$ cat config.mk
export PLATFORM = sky130hd
export DESIGN_NAME = cell_voltage_frame_parser_core
export DESIGN_NICKNAME = d
export VERILOG_FILES = /design/src/rtl/cvfp_pkg.sv /design/src/rtl/cvfp_ctrl.sv /design/src/rtl/cvfp_dp.sv /design/src/rtl/cell_voltage_frame_parser_core.sv
export SDC_FILE = /design/constraint.sdc
export NUM_CORES = 1
export LEC_CHECK = 0
export ABC_AREA = 1
export BUFFER_PORTS_ARGS = -buffer_cell sky130_fd_sc_hd__clkbuf_2
export CELL_PAD_IN_SITES_DETAIL_PLACEMENT = 1
export CELL_PAD_IN_SITES_GLOBAL_PLACEMENT = 1
export CORE_MARGIN = 2
export CORE_UTILIZATION = 55
export CTS_BUF_LIST = sky130_fd_sc_hd__clkbuf_2
export CTS_CLUSTER_DIAMETER = 40
export DETAILED_ROUTE_END_ITERATION = 12
export GPL_TIMING_DRIVEN = 0
export PLACE_DENSITY = 0.94
export RECOVER_POWER = 100
export REMOVE_ABC_BUFFERS = 1
export SYNTH_ARGS = -nofsm -noshare
export SYNTH_HDL_FRONTEND = slang
export SYNTH_SLANG_ARGS = --single-unit
$ cat constraint.sdc
create_clock -name clk -period 6.55 [get_ports clk]
set_input_delay 1.31 -clock clk [delete_from_list [all_inputs] [get_ports clk]]
set_output_delay 1.31 -clock clk [all_outputs]
set_load 0.01 [all_outputs]
$ cat src/rtl/cvfp_pkg.sv
// ----------------------------------------------------------------------------
// cvfp_pkg
// Shared types, constants and helpers for the cell voltage frame parser.
// ----------------------------------------------------------------------------
`default_nettype none

package cvfp_pkg;

	// frame layout constants
	localparam int unsigned MAX_CELLS   = 8;
	localparam int unsigned CELL_IDX_W  = (MAX_CELLS > 1) ? $clog2(MAX_CELLS) : 1;
	localparam int unsigned CNT_W       = 4;
	localparam int unsigned VALUE_W     = 16;

	localparam logic [7:0] SYNC_A      = 8'h0a;
	localparam logic [7:0] SYNC_B      = 8'hf5;
	localparam logic [7:0] SYNC_C      = 8'h0c;
	localparam logic [7:0] CLOSE_BYTE  = 8'h0d;
	localparam logic [7:0] ASCII_ZERO  = 8'h30;

	localparam logic [CNT_W-1:0] MAX_CELLS_C = CNT_W'(MAX_CELLS);

	// result kinds
	localparam logic KIND_CELL  = 1'b0;
	localparam logic KIND_TRAIL = 1'b1;

	// controller states
	typedef enum logic [3:0] {
		ST_HUNT,
		ST_SYNC_B,
		ST_SYNC_C,
		ST_EXTRA,
		ST_COUNT,
		ST_CELLS,
		ST_TRAIL,
		ST_CLOSE,
		ST_EMIT
	} state_t;

	// controller to datapath commands
	typedef struct packed {
		logic start_frame;  // clear cell counter and hex group
		logic hold_extra;   // capture extra byte
		logic hold_count;   // capture announced cell count
		logic take_cell;    // feed a character to a cell group
		logic take_trail;   // feed a character to the trailing group
		logic start_emit;   // rewind the result index
		logic emit_load;    // load next result into output register
	} cmd_t;

	// datapath to controller status
	typedef struct packed {
		logic byte_sync_a;
		logic byte_sync_b;
		logic byte_sync_c;
		logic byte_zero;
		logic byte_close;
		logic count_ok;
		logic group_done;   // current character completes a 4-char group
		logic cells_done;   // completing group is the last announced cell
		logic emit_more;    // cell results still to be emitted
		logic out_free;     // output register can take a result
	} status_t;

	// hex character decode: {digit_ok, nibble}
	function automatic logic [4:0] hex_decode(input logic [7:0] c);
		logic [4:0] r;
		r = '0;
		if (c inside {[8'h30:8'h39]}) begin
			r = {1'b1, c[3:0]};
		end else if ((c inside {[8'h61:8'h66]}) || (c inside {[8'h41:8'h46]})) begin
			r = {1'b1, c[3:0] + 4'd9};
		end
		return r;
	endfunction

endpackage

`default_nettype wire

$ cat src/rtl/cvfp_ctrl.sv
// ----------------------------------------------------------------------------
// cvfp_ctrl
// Frame controller: sync hunt, header, text phases and result emission.
// ----------------------------------------------------------------------------
`default_nettype none

module cvfp_ctrl (
	input  wire logic              clk,
	input  wire logic              arst_n,
	input  wire logic              rx_valid,
	output logic                   rx_ready,
	input  wire cvfp_pkg::status_t sts,
	output cvfp_pkg::cmd_t         cmd
);
	import cvfp_pkg::*;

	state_t state_q;
	state_t state_nxt;
	logic   acc;

	assign rx_ready = (state_q != ST_EMIT);
	assign acc      = rx_valid && rx_ready;

	// state register
	always_ff @(posedge clk or negedge arst_n) begin
		if (!arst_n) begin
			state_q <= ST_HUNT;
		end else begin
			state_q <= state_nxt;
		end
	end

	// next state
	always_comb begin
		state_nxt = state_q;
		case (state_q)
			ST_HUNT: begin
				if (acc && sts.byte_sync_a) state_nxt = ST_SYNC_B;
			end
			ST_SYNC_B: begin
				if (acc) state_nxt = sts.byte_sync_b ? ST_SYNC_C : ST_HUNT;
			end
			ST_SYNC_C: begin
				if (acc) state_nxt = sts.byte_sync_c ? ST_EXTRA : ST_HUNT;
			end
			ST_EXTRA: begin
				if (acc) state_nxt = sts.byte_zero ? ST_HUNT : ST_COUNT;
			end
			ST_COUNT: begin
				if (acc) state_nxt = sts.count_ok ? ST_CELLS : ST_HUNT;
			end
			ST_CELLS: begin
				if (acc) begin
					if (sts.byte_zero) state_nxt = ST_HUNT;
					else if (sts.group_done && sts.cells_done) state_nxt = ST_TRAIL;
				end
			end
			ST_TRAIL: begin
				if (acc) begin
					if (sts.byte_zero) state_nxt = ST_HUNT;
					else if (sts.group_done) state_nxt = ST_CLOSE;
				end
			end
			ST_CLOSE: begin
				if (acc) state_nxt = sts.byte_close ? ST_EMIT : ST_HUNT;
			end
			ST_EMIT: begin
				// trailing word goes out last, then back to hunting
				if (sts.out_free && !sts.emit_more) state_nxt = ST_HUNT;
			end
			default: state_nxt = ST_HUNT;
		endcase
	end

	// command outputs
	always_comb begin
		cmd = '0;
		case (state_q)
			ST_HUNT:  cmd.start_frame = acc && sts.byte_sync_a;
			ST_EXTRA: cmd.hold_extra  = acc && !sts.byte_zero;
			ST_COUNT: cmd.hold_count  = acc && sts.count_ok;
			ST_CELLS: cmd.take_cell   = acc && !sts.byte_zero;
			ST_TRAIL: cmd.take_trail  = acc && !sts.byte_zero;
			ST_CLOSE: cmd.start_emit  = acc && sts.byte_close;
			ST_EMIT:  cmd.emit_load   = sts.out_free;
			default:  cmd = '0;
		endcase
	end

endmodule

`default_nettype wire

$ cat src/rtl/cvfp_dp.sv
// ----------------------------------------------------------------------------
// cvfp_dp
// Datapath: byte classification, hex group assembly, cell store and the
// result output register.
// ----------------------------------------------------------------------------
`default_nettype none

module cvfp_dp (
	input  wire logic                             clk,
	input  wire logic                             arst_n,
	input  wire logic [7:0]                       rx_byte,
	input  wire cvfp_pkg::cmd_t                   cmd,
	output cvfp_pkg::status_t                     sts,
	output logic                                  res_valid,
	input  wire logic                             res_ready,
	output logic                                  kind,
	output logic [cvfp_pkg::CELL_IDX_W-1:0]       cell_index,
	output logic [cvfp_pkg::VALUE_W-1:0]          value,
	output logic [cvfp_pkg::CNT_W-1:0]            cell_count,
	output logic [7:0]                            extra_byte,
	output logic                                  last
);
	import cvfp_pkg::*;

	// frame state
	logic [1:0]         digit_cnt_q;
	logic [CNT_W-1:0]   cell_cnt_q;
	logic [CNT_W-1:0]   announced_q;
	logic [7:0]         extra_q;
	logic [VALUE_W-1:0] partial_q;
	logic               hex_ended_q;
	logic [VALUE_W-1:0] trail_q;
	logic [VALUE_W-1:0] cell_store_q [MAX_CELLS];
	logic [CNT_W-1:0]   emit_idx_q;

	// output register
	logic                  res_valid_q;
	logic                  kind_q;
	logic [CELL_IDX_W-1:0] cell_index_q;
	logic [VALUE_W-1:0]    value_q;
	logic [CNT_W-1:0]      cell_count_q;
	logic [7:0]            extra_byte_q;
	logic                  last_q;

	logic [4:0]         hex;
	logic [VALUE_W-1:0] partial_nxt;
	logic               hex_ended_nxt;
	logic [7:0]         count_val;
	logic [CNT_W-1:0]   cell_cnt_inc;
	logic               take;

	// byte classification
	assign hex       = hex_decode(rx_byte);
	assign count_val = rx_byte - ASCII_ZERO;

	// next value of the hex group for this character
	always_comb begin
		partial_nxt   = partial_q;
		hex_ended_nxt = hex_ended_q;
		if (!hex_ended_q && hex[4]) begin
			partial_nxt = {partial_q[VALUE_W-5:0], hex[3:0]};
		end else begin
			hex_ended_nxt = 1'b1;
		end
	end

	assign cell_cnt_inc = cell_cnt_q + CNT_W'(1);
	assign take         = cmd.take_cell || cmd.take_trail;

	// status to controller
	always_comb begin
		sts.byte_sync_a = (rx_byte == SYNC_A);
		sts.byte_sync_b = (rx_byte == SYNC_B);
		sts.byte_sync_c = (rx_byte == SYNC_C);
		sts.byte_zero   = (rx_byte == 8'h00);
		sts.byte_close  = (rx_byte == CLOSE_BYTE);
		sts.count_ok    = (rx_byte != 8'h00) && (count_val != 8'h00)
		                  && (count_val <= 8'(MAX_CELLS));
		sts.group_done  = (digit_cnt_q == 2'd3);
		sts.cells_done  = (cell_cnt_inc >= announced_q);
		sts.emit_more   = (emit_idx_q < announced_q);
		sts.out_free    = !res_valid_q || res_ready;
	end

	// frame header, group and counter registers
	always_ff @(posedge clk or negedge arst_n) begin
		if (!arst_n) begin
			digit_cnt_q <= '0;
			cell_cnt_q  <= '0;
			announced_q <= '0;
			extra_q     <= '0;
			partial_q   <= '0;
			hex_ended_q <= 1'b0;
			trail_q     <= '0;
			emit_idx_q  <= '0;
		end else begin
			if (cmd.start_frame) begin
				cell_cnt_q  <= '0;
				digit_cnt_q <= '0;
				partial_q   <= '0;
				hex_ended_q <= 1'b0;
			end
			if (cmd.hold_extra) extra_q <= rx_byte;
			if (cmd.hold_count) announced_q <= count_val[CNT_W-1:0];
			if (take) begin
				if (sts.group_done) begin
					digit_cnt_q <= '0;
					partial_q   <= '0;
					hex_ended_q <= 1'b0;
				end else begin
					digit_cnt_q <= digit_cnt_q + 2'd1;
					partial_q   <= partial_nxt;
					hex_ended_q <= hex_ended_nxt;
				end
			end
			if (cmd.take_cell && sts.group_done) cell_cnt_q <= cell_cnt_inc;
			if (cmd.take_trail && sts.group_done) trail_q <= partial_nxt;
			if (cmd.start_emit) begin
				emit_idx_q <= '0;
			end else if (cmd.emit_load && sts.emit_more) begin
				emit_idx_q <= emit_idx_q + CNT_W'(1);
			end
		end
	end

	// cell store, written when a cell group completes
	always_ff @(posedge clk) begin
		if (cmd.take_cell && sts.group_done && (cell_cnt_q < MAX_CELLS_C)) begin
			cell_store_q[cell_cnt_q[CELL_IDX_W-1:0]] <= partial_nxt;
		end
	end

	// output register valid
	always_ff @(posedge clk or negedge arst_n) begin
		if (!arst_n) begin
			res_valid_q <= 1'b0;
		end else if (cmd.emit_load) begin
			res_valid_q <= 1'b1;
		end else if (res_ready) begin
			res_valid_q <= 1'b0;
		end
	end

	// output register payload; header fields are held here so a new frame
	// header cannot disturb a request that is still waiting
	always_ff @(posedge clk) begin
		if (cmd.emit_load) begin
			cell_count_q <= announced_q;
			extra_byte_q <= extra_q;
			if (sts.emit_more) begin
				kind_q       <= KIND_CELL;
				cell_index_q <= emit_idx_q[CELL_IDX_W-1:0];
				value_q      <= cell_store_q[emit_idx_q[CELL_IDX_W-1:0]];
				last_q       <= 1'b0;
			end else begin
				kind_q       <= KIND_TRAIL;
				cell_index_q <= '0;
				value_q      <= trail_q;
				last_q       <= 1'b1;
			end
		end
	end

	assign res_valid  = res_valid_q;
	assign kind       = kind_q;
	assign cell_index = cell_index_q;
	assign value      = value_q;
	assign cell_count = cell_count_q;
	assign extra_byte = extra_byte_q;
	assign last       = last_q;

endmodule

`default_nettype wire

$ cat src/rtl/cell_voltage_frame_parser_core.sv
// Emission: accepting the closing byte moves the controller into its emit state,
// which loads the first result into the output register. Throughput: one byte per
// cycle while a frame is parsed; after an accepted frame the byte input stalls while
// the cell results and trailing word are loaded, and while the result sink stalls.
// Reset: asynchronous, active low; clears controller, counters and output valid.
// The cell store has no reset; only entries written in the current frame are read.
// ----------------------------------------------------------------------------
// cell_voltage_frame_parser_core
// Byte stream frame parser emitting one request per cell plus a trailing word.
// ----------------------------------------------------------------------------
`default_nettype none

module cell_voltage_frame_parser_core (
	input  wire logic                          clk,
	input  wire logic                          arst_n,
	input  wire logic                          rx_valid,
	output logic                               rx_ready,
	input  wire logic [7:0]                    rx_byte,
	output logic                               res_valid,
	input  wire logic                          res_ready,
	output logic                               kind,
	output logic [cvfp_pkg::CELL_IDX_W-1:0]    cell_index,
	output logic [cvfp_pkg::VALUE_W-1:0]       value,
	output logic [cvfp_pkg::CNT_W-1:0]         cell_count,
	output logic [7:0]                         extra_byte,
	output logic                               last
);
	import cvfp_pkg::*;

	cmd_t    cmd;
	status_t sts;

	// frame controller
	cvfp_ctrl u_ctrl (
		.clk      (clk),
		.arst_n   (arst_n),
		.rx_valid (rx_valid),
		.rx_ready (rx_ready),
		.sts      (sts),
		.cmd      (cmd)
	);

	// datapath
	cvfp_dp u_dp (
		.clk        (clk),
		.arst_n     (arst_n),
		.rx_byte    (rx_byte),
		.cmd        (cmd),
		.sts        (sts),
		.res_valid  (res_valid),
		.res_ready  (res_ready),
		.kind       (kind),
		.cell_index (cell_index),
		.value      (value),
		.cell_count (cell_count),
		.extra_byte (extra_byte),
		.last       (last)
	);

	// only the trailing word request closes a frame
	a_last_is_trail: assert property (@(posedge clk) disable iff (!arst_n)
		res_valid |-> (kind == last))
		else $error("last flag does not match trailing word kind");

	// cell requests stay within the announced count
	a_cell_idx_range: assert property (@(posedge clk) disable iff (!arst_n)
		(res_valid && (kind == KIND_CELL)) |-> (CNT_W'(cell_index) < cell_count))
		else $error("cell index beyond announced cell count");

	// input held off while a frame is still being emitted
	a_emit_blocks_rx: assert property (@(posedge clk) disable iff (!arst_n)
		(res_valid && !last) |-> !rx_ready)
		else $error("byte input open before trailing word loaded");

endmodule

`default_nettype wire

==> results of run 1 <==
layer usage:
metal  global-route usage [%]  up-vias  share of wire, %
met3                     6.26      126               6.5
met4                     16.0        0               4.9
met5                        0        -                 0
met1                     39.3     3848                37
li1                         -     3304                 -
met2                     59.3      406                51
worst register-to-register path, stage by stage (launching register included):
cell	delay [ns]
dfrtp_1	0.44
inv_1	0.12
nand2_1	0.12
nor3_1	0.42
inv_1	0.14
nor2_1	1.22
clkbuf_1	1.02
nand2_1	0.36
inv_1	0.22
nand3_1	0.16
o21ai_0	0.14
per-stage QoR:
stage | util, % | hold WS, ns | area, um2 | total power [uW]
final | 60.5 | 0.456 | 10500 | 2790
after global routing | 60.5 | 0.477 | 10500 | 2880
after CTS | 62.5 | 0.467 | 10800 | 2800
after detailed placement | 59.6 | 0.445 | 10300 | 1850
after global placement | 58.1 | 0.430 | 10000 | 1820
after floorplan | - | 0.425 | 9530 | 1760
power breakdown:
group | internal, uW | switching (uW)
combinational | 54.2 | 179
sequential | 1560 | 24.1
clock | 401 | 576
kinds of logic after synthesis:
kind of cell	after synthesis	share of synthesized area, %
simple gates	391	18.3
flops	220	64.9
compound gates	164	9.68
buf+inv	103	4.47
fa+ha+maj	18	2.32
xor+xnor	4	0.360
flip-flops by register name, summed over array words and instances (netlist names):
| signal | cells |
|---|---|
| u_ctrl.state_q | 4 |
| u_dp.hex_ended_q | 1 |
| u_dp.extra_byte | 8 |
| u_dp.emit_idx_q | 4 |
| u_dp.digit_cnt_q | 2 |
| u_dp.value | 16 |
| u_dp.res_valid | 1 |
| u_dp.partial_q | 16 |
| u_dp.announced_q | 4 |
| u_dp.last | 1 |
| u_dp.trail_q | 16 |
| u_dp.cell_cnt_q | 4 |
| u_dp.extra_q | 8 |
| u_dp.cell_store_q | 128 |
| u_dp.cell_index | 3 |
| u_dp.cell_count | 4 |
cell usage after synthesis, types with 5 or more instances:
library cell	count
buf_6	5
nor2_4	7
dfrtp_1	60
clkbuf_1	27
edfxtp_1	160
inv_1	59
nor3_1	10
nand3_1	61
nand4_1	6
o21ai_0	93
ha_1	18
nand2_1	160
o21ai_2	11
and2_1	13
o22ai_1	32
a31oi_1	16
nor2_1	106
nand2_2	14
how the worst min path moves through the flow:
stage                               start                 end  slack, ns  cells past startpoint
after floorplan           u_dp.extra_q[0]  u_dp.extra_byte[0]       0.43                      0
after global placement    u_dp.extra_q[6]  u_dp.extra_byte[6]       0.43                      0
after detailed placement  u_dp.extra_q[2]  u_dp.extra_byte[2]       0.44                      0
after CTS                 u_dp.extra_q[3]  u_dp.extra_byte[3]       0.47                      0
after global routing      u_dp.extra_q[6]  u_dp.extra_byte[6]       0.48                      0
final                     u_dp.extra_q[3]  u_dp.extra_byte[3]       0.46                      0
layout make-up:
type	count	share of cell area [%]
repair buffers	62	2.64
clock inverters	6	0.514
well taps	225	2.69
flip-flops and latches	220	60.3
diodes	1	0.0239
clock buffers	92	4.40
multi-input cells	577	27.0
inverters	66	2.38
==> impl_metrics.yaml, run 1 <==
timing:
  setup_tns_ns: 0
  relSlewSlack_pct: -140
  min_period_over_period_pct: 74.9
  rsz0062_at_grt: "false"
  tightest_slew_ns: 3.60
  hold_viol_final: 0
  period_needed_ns: 4.91
  setup_viol_count_final: 0
  maxSlewViolCount: 97
  setup_ws_ns: 1.64
  clock.fmax_mhz: 204
  fin_skew_ns: 0.0980
synthesis:
  syn_area_per_cell_um2: 10.8
  yosys_warnings: 0
  ys_seq_elements: 220
  yosys.area.top_type_share_pct: 49.4
  synth_edf_count: 160
  ys_seq_area_share_pct: 64.9
  syn_inst: 900
  synth_cell_types: 39
  synth_area_leader_cell: "edfxtp_1"
  async_reset_ff_share_pct: 27.3
  synth.area.top_cells: "edfxtp_1 49%, dfrtp_1 15%, nand2_1 6.2%, o21ai_0 4.8%, nor2_1 4.1%"
  synth_flop_cell: "edfxtp_1"
  syn_area_um2: 9720
setup_path:
  ff2ff_path_depth: 10
  crit_path_frequent_cell: "clkbuf_1"
  critical-path-top-delay-family: "simple AND/OR/NAND/NOR gates"
  rrSetupSlack_ns: 2.13
  slowest_delay_ns: 1.29
  worst_r2r_startpoint: "u_ctrl.state_q[0]"
  start_kind: "primary input"
  crit_buf_inv: 5
  worstSetupPathType: "primary input to flip-flop"
  required_ns: 6.97
  worstSetupStartpoint: "rx_byte[0]"
  worstSetupPathDepth: 12
  arrival_ns: 5.33
  critPathSlowestCell: "nor4_1"
  worstReg2RegEnd: "u_dp.emit_idx_q[0]"
  endpoint_kind: "flip-flop"
  worstSetupEndpoint: "u_dp.cell_store_q[5][12]"
  cp_max_fo: 7
  crit_chain: "clkbuf_1 > inv_1 > ha_1 > nand2_2 > nor2_1 > nor2_1 > nand2_1 > inv_1 > nand2_1 > nor4_1 > clkbuf_1 > clkbuf_1"
die:
  die-width_um: 137
  fp.coreArea_um2: 17300
  start_util_pct: 56.2
  dieArea_um2: 18700
  die_h_um: 137
  top_level_ports: 47
  core.rowCount: 48
pwr:
  p_leak_uw: 0.00421
  powerDensity_nw_per_um2: 267
  max-vdd-ir-drop_mv: 0.172
clock_tree:
  post-cts-setup-buffers: 0
  post_cts_resized: 0
  clk_pin_slew_ns: 0.12
  cts_buffers: 52
  clk_path_buf_depth: 3
  cts_num_sinks: 220
  h-tree-depth: 2
  cts_tree: "yes"
  ctsHoldBuffers: 0
  insertion_delay_ns: 0.87
  cts_root_buffer: "clkbuf_2"
placed_design:
  placed_cells: 1150
  io_buffers: 46
  place_ws_ns: 2.32
  gp_congestion: 0.876
  dp_hpwl_mm: 18.6
global_route:
  grt_use_total_pct: 33.5
  grt_pass1_vias: 8294
  antenna_found_initial: 1
  grt_pass1_wl_mm: 46.9
  grt_overflow_total: 0
  grt_max_degree: 61
route:
  drc_errors: 0
  drtIter0Drc: 619
  dr_total_vias: 7684
  wl_per_cell_um: 24.3
  vias_per_cell: 6.15
  postRouteWirelength_mm: 30.4
  ant_nets: 0
  dr.pass1.iters: 5
worst_hold_path:
  min_path_type: "flip-flop to flip-flop"
run_status:
  status: "finished with violations"
  violations: "max-capacitance violations, max-slew violations"
cells_and_area:
  regArea_um2: 6310
  drive_gt1_share_pct: 11.6
  layout_common_cells: "173 x nand2_1, 160 x edfxtp_1, 112 x nor2_1"
  multi_input_area_um2: 2830
  area_growth_pct: 7.63
  n_fill_cell: 1944
  layoutNonFillerInstCount: 1249
  final_nets: 1009
  final_common_cell: "nand2_1"
job:
  cap_viol_max_count: 6
No activity file was read; power rests on OpenSTA's default activity.
==> run 2, diff against run 1 <==
--- a/config.mk
+++ b/config.mk
@@ -10,12 +10,12 @@
 export CELL_PAD_IN_SITES_DETAIL_PLACEMENT = 1
 export CELL_PAD_IN_SITES_GLOBAL_PLACEMENT = 1
 export CORE_MARGIN = 2
-export CORE_UTILIZATION = 55
+export CORE_UTILIZATION = 51
 export CTS_BUF_LIST = sky130_fd_sc_hd__clkbuf_2
 export CTS_CLUSTER_DIAMETER = 40
 export DETAILED_ROUTE_END_ITERATION = 12
 export GPL_TIMING_DRIVEN = 0
-export PLACE_DENSITY = 0.94
+export PLACE_DENSITY = 0.88
 export RECOVER_POWER = 100
 export REMOVE_ABC_BUFFERS = 1
 export SYNTH_ARGS = -nofsm -noshare
==> constraint.sdc (replaced) <==
create_clock -name clk -period 4.7 [get_ports clk]
set_input_delay 0.94 -clock clk [delete_from_list [all_inputs] [get_ports clk]]
set_output_delay 0.94 -clock clk [all_outputs]
set_load 0.01 [all_outputs]
==> run 2 against run 1 <==
Flip-flop and latch count did not move. First-iteration DRC count fell by 19%. Die area rose by 7.6%. Combinational power rose by 33%. The flow still finishes with violations (max-capacitance violations, max-slew violations). Sequential share of layout area fell by 0.37 points. Highest routed layer unchanged. Power rose by 38%. Final cell count rose by 1.0%. Largest cell class unchanged. Via count fell by 4.6%. Design area rose by 0.62%.
==> impl_metrics.yaml, run 2 (synthesis results as in run 1) <==
run_status:
  status: "finished with violations"
  violations: "max-capacitance violations, max-slew violations"
global_route:
  grt_use_met2_pct: 46.7
  grt_use_met3_pct: 5.01
  antenna_found_initial: 1
  grt_pass1_wl_mm: 41.9
  top_usage_layer: "met2"
  grtUsageMet1_pct: 33.2
  grt_max_degree: 61
  grt_overflow_total: 0
  grt_pass1_vias: 7921
  grt_use_total_pct: 27.3
placed_design:
  io_buffers: 46
  placed_cells: 1161
  dp_hpwl_mm: 17.7
  gp_congestion: 0.822
  place_area_um2: 10300
timing:
  tightest_slew_ns: 3.48
  fin_skew_ns: 0.0511
  setup_tns_ns: 0
  relSlewSlack_pct: -132
  setup_viol_count_final: 0
  maxSlewViolCount: 95
  hold_viol_final: 0
  worst_hold_slack_ns: 0.422
  rsz0062_at_grt: "false"
  period_needed_ns: 4.24
  min_period_over_period_pct: 90.2
  clock.fmax_mhz: 236
pwr:
  netSwitchingFraction_pct: 27.4
  power_switching_uw: 1050
  p_leak_uw: 0.00419
  max-vdd-ir-drop_mv: 0.338
  power_frac_comb_pct: 8.1
  power_frac_clock_pct: 34.7
  powerDensity_nw_per_um2: 366
  pwr-share-seq_pct: 57.2
  intPower_uw: 2800
clock_tree:
  ctsHoldBuffers: 0
  clk_pin_slew_ns: 0.10
  cts_tree: "yes"
  clk_path_buf_depth: 3
  h-tree-depth: 2
  post-cts-setup-buffers: 0
  cts_buffers: 53
  insertion_delay_ns: 0.84
  post_cts_resized: 0
  cts_root_buffer: "clkbuf_2"
  cts_num_sinks: 220
route:
  postRouteWirelength_mm: 27.0
  dr.pass1.iters: 7
  drtIter0Drc: 501
  drc_errors: 0
  wl_per_cell_um: 21.4
  vias_per_cell: 5.81
  dr_total_vias: 7327
  ant_nets: 0
cells_and_area:
  layout_common_cells: "173 x nand2_1, 160 x edfxtp_1, 111 x nor2_1"
  largest_reg_flops: 128
  area_growth_pct: 8.30
  layoutNonFillerInstCount: 1262
  utilization_pct: 56.3
  drive_gt1_share_pct: 10.3
  design_area_um2: 10500
  final_nets: 1012
  final_common_cell: "nand2_1"
die:
  fp.coreArea_um2: 18700
  die_h_um: 142
  start_util_pct: 52.0
  dieArea_um2: 20200
  die-width_um: 142
  top_level_ports: 47
  core.rowCount: 50
worst_hold_path:
  min_path_type: "primary input to flip-flop"
  hold_depth: 4
setup_path:
  ff2ff_path_depth: 9
  required_ns: 5.16
  worstSetupPathType: "primary input to flip-flop"
  start_kind: "primary input"
  arrival_ns: 4.70
  endpoint_kind: "flip-flop"
  cp_max_fo: 7
job:
  cap_viol_max_count: 5
run 2: cell count changes in the layout (fill, tap and decap cells not counted):
cell        before  now
clkbuf_2       101   84
clkinv_1         6   23
clkinvlp_4       0    2
buf_16           0    1
bufinv_16        1    2
clkbuf_1        51   52
clkinv_4         1    0
nor2_1         112  111
nor2_4           3    4
run 2: per-stage QoR:
| stage | worst slack (ns) | total power [uW] |
|---|---|---|
| 2_1_floorplan | 0.827 | 2460 |
| 3_3_place_gp | -1.45 | 2540 |
| 3_5_place_dp | 0.745 | 2580 |
| 4_1_cts | 0.615 | 3900 |
| 5_1_grt | 0.246 | 4010 |
| 6_report | 0.461 | 3850 |
run 2: routing by layer:
layer	up-vias	wire [um]
met5	-	0
met3	83	1450
li1	3329	-
met2	262	13400
met4	0	1060
met1	3653	11100
run 2: worst paths after layout:
path | to | slack, ns | from
worst min register to register | u_dp.extra_byte[1] | 0.44 | u_dp.extra_q[1]
worst min-delay path | u_dp.res_valid | 0.42 | res_ready
worst max-delay path | u_dp.cell_store_q[5][15] | 0.46 | rx_byte[1]
worst max register to register | u_dp.emit_idx_q[2] | 0.58 | u_dp.emit_idx_q[1]
min in group asynchronous | u_dp.res_valid | 1.30 | arst_n
max in group asynchronous | u_dp.emit_idx_q[0] | 1.14 | arst_n
run 2: worst max-delay path, cell delays in order:
cell	delay, ns
clkbuf_1	0.20
inv_1	0.20
ha_1	0.30
nand2_1	0.13
nor2_1	0.11
nor2_1	0.26
nand2_1	0.15
inv_1	0.16
nand2_1	0.09
nor4_1	1.15
clkbuf_1	0.51
clkbuf_1	0.48
run 2: power by group through the flow:
stage | logic, uW | registers [uW] | clock network, uW
after global routing | 347 | 2210 | 1450
after CTS | 338 | 2200 | 1360
after floorplan | 222 | 2230 | 0
after global placement | 300 | 2240 | 0
after detailed placement | 331 | 2250 | 0
final | 311 | 2200 | 1340
run 2: layout make-up:
cell class	instances	area, um2
multi-input combinational	577	2840
inverter	66	249
timing repair buffer	64	308
clock inverter	25	154
fill	2120	8180
antenna	1	2.50
sequential	220	6310
tap	234	293
clock buffer	75	375
==> run 3, diff against run 2 <==
==> constraint.sdc (replaced) <==
create_clock -name clk -period 4.7 [get_ports clk]
set_input_delay 0.235 -clock clk [delete_from_list [all_inputs] [get_ports clk]]
set_output_delay 0.235 -clock clk [all_outputs]
set_load 0.01 [all_outputs]
==> run 3 against run 2 <==
The run still ends with max-capacitance violations, max-slew violations left. Flip-flop and latch count unchanged. Final cell count is 0.95% higher. Sequential power about the same.
==> impl_metrics.yaml, run 3 (synthesis results as in run 1) <==
cells_and_area:
  layoutNonFillerInstCount: 1274
  largest_reg_flops: 128
  utilization_pct: 57.1
  design_area_um2: 10700
  layout_common_cells: "171 x nand2_1, 160 x edfxtp_1, 108 x nor2_1"
  final_common_cell: "nand2_1"
  final_nets: 1024
  area_growth_pct: 9.97
  drive_gt1_share_pct: 10.7
pwr:
  power_switching_uw: 1060
  power_frac_comb_pct: 8.4
  netSwitchingFraction_pct: 27.4
  max-vdd-ir-drop_mv: 0.338
  intPower_uw: 2800
  p_leak_uw: 0.00428
  pwr-share-seq_pct: 57.1
  power_frac_clock_pct: 34.6
  powerDensity_nw_per_um2: 361
clock_tree:
  cts_num_sinks: 220
  h-tree-depth: 2
  clk_path_buf_depth: 3
  clk_pin_slew_ns: 0.11
  cts_root_buffer: "clkbuf_2"
  insertion_delay_ns: 0.83
  post-cts-setup-buffers: 0
  cts_buffers: 53
  cts_tree: "yes"
  ctsHoldBuffers: 12
  post_cts_resized: 0
setup_path:
  start_kind: "flip-flop"
  cp_max_fo: 36
  arrival_ns: 4.80
  worstSetupPathType: "flip-flop to flip-flop"
  crit_buf_inv: 2
  crit_chain: "ha_1 > a21boi_0 > o21bai_1 > nand2_1 > inv_1 > nand2_1 > inv_1 > nand3_1 > o21ai_0"
  critical-path-top-delay-family: "flip-flops"
  critPathSlowestCell: "dfrtp_1"
  endpoint_kind: "flip-flop"
  required_ns: 5.40
  slowest_delay_ns: 1.32
global_route:
  grt_pass1_vias: 7962
  grt_max_degree: 61
  grt_pass1_wl_mm: 42.1
  grt_overflow_total: 0
  grt_use_total_pct: 27.4
  antenna_found_initial: 1
placed_design:
  io_buffers: 46
  place_area_um2: 10300
  gp_congestion: 0.822
  placed_cells: 1161
  place_ws_ns: 0.745
  dp_hpwl_mm: 17.7
die:
  core.rowCount: 50
  die_h_um: 142
  start_util_pct: 52.0
  top_level_ports: 47
  fp.coreArea_um2: 18700
  die-width_um: 142
  dieArea_um2: 20200
route:
  postRouteWirelength_mm: 27.2
  drc_errors: 0
  vias_per_cell: 5.77
  ant_nets: 0
  dr.pass1.iters: 5
  dr_total_vias: 7352
  drtIter0Drc: 494
  wl_per_cell_um: 21.3
timing:
  relSlewSlack_pct: -134
  clock.fmax_mhz: 244
  min_period_over_period_pct: 87.2
  rsz0062_at_grt: "false"
  fin_skew_ns: 0.0423
  period_needed_ns: 4.10
  maxSlewViolCount: 95
  hold_viol_final: 0
  setup_tns_ns: 0
  setup_ws_ns: 0.600
  tightest_slew_ns: 3.52
  setup_viol_count_final: 0
run_status:
  violations: "max-capacitance violations, max-slew violations"
  status: "finished with violations"
worst_hold_path:
  min_path_type: "primary input to flip-flop"
job:
  cap_viol_max_count: 5
## run 3: layer usage
metal  GRT usage [%]  vias to the layer above  wire, um
met4            13.5                        0      1060
met1            33.2                     3671     11300
li1                -                     3355         -
met5               0                        -         0
met2            47.2                      245     13500
met3            5.01                       81      1290
## run 3: area by class of cell
| cell class | instances | area, um2 |
|---|---|---|
| tap | 234 | 293 |
| multi-input combinational | 577 | 2880 |
| sequential | 220 | 6310 |
| inverter | 66 | 249 |
| timing repair buffer | 76 | 428 |
| antenna | 1 | 2.50 |
| fill | 2106 | 8020 |
| clock buffer | 75 | 375 |
| clock inverter | 25 | 154 |
## run 3: metrics by stage
stage	power, uW	hold WS (ns)
6_report	3860	0.251
5_1_grt	4020	0.264
4_1_cts	3910	0.0603
3_5_place_dp	2580	0.440
3_3_place_gp	2540	0.430
2_1_floorplan	2460	-0.0606
## run 3: power by group through the flow
stage	sequential (uW)	combinational, uW	clock [uW]
finish	2200	323	1340
global route	2210	358	1450
CTS	2200	345	1360
detailed placement	2250	331	0
global placement	2240	300	0
floorplan	2230	222	0
## run 3: final timing paths
path	to	slack (ns)	cells after the start	start
min in group asynchronous	u_dp.res_valid	1.15	2	arst_n
worst max register to register	u_dp.emit_idx_q[2]	0.60	9	u_dp.emit_idx_q[1]
worst min-delay path	u_dp.res_valid	0.25	5	res_ready
max in group asynchronous	u_dp.emit_idx_q[0]	1.27	2	arst_n
worst min register to register	u_dp.extra_byte[1]	0.44	0	u_dp.extra_q[1]
worst max-delay path	u_dp.emit_idx_q[2]	0.60	9	u_dp.emit_idx_q[1]
## run 3: worst min-delay path, cell delays in order
cell and delay (ns):
dlygate4sd3_1 0.52, clkbuf_2 0.10, nor2_1 0.05, inv_1 0.07, nand2_1 0.05
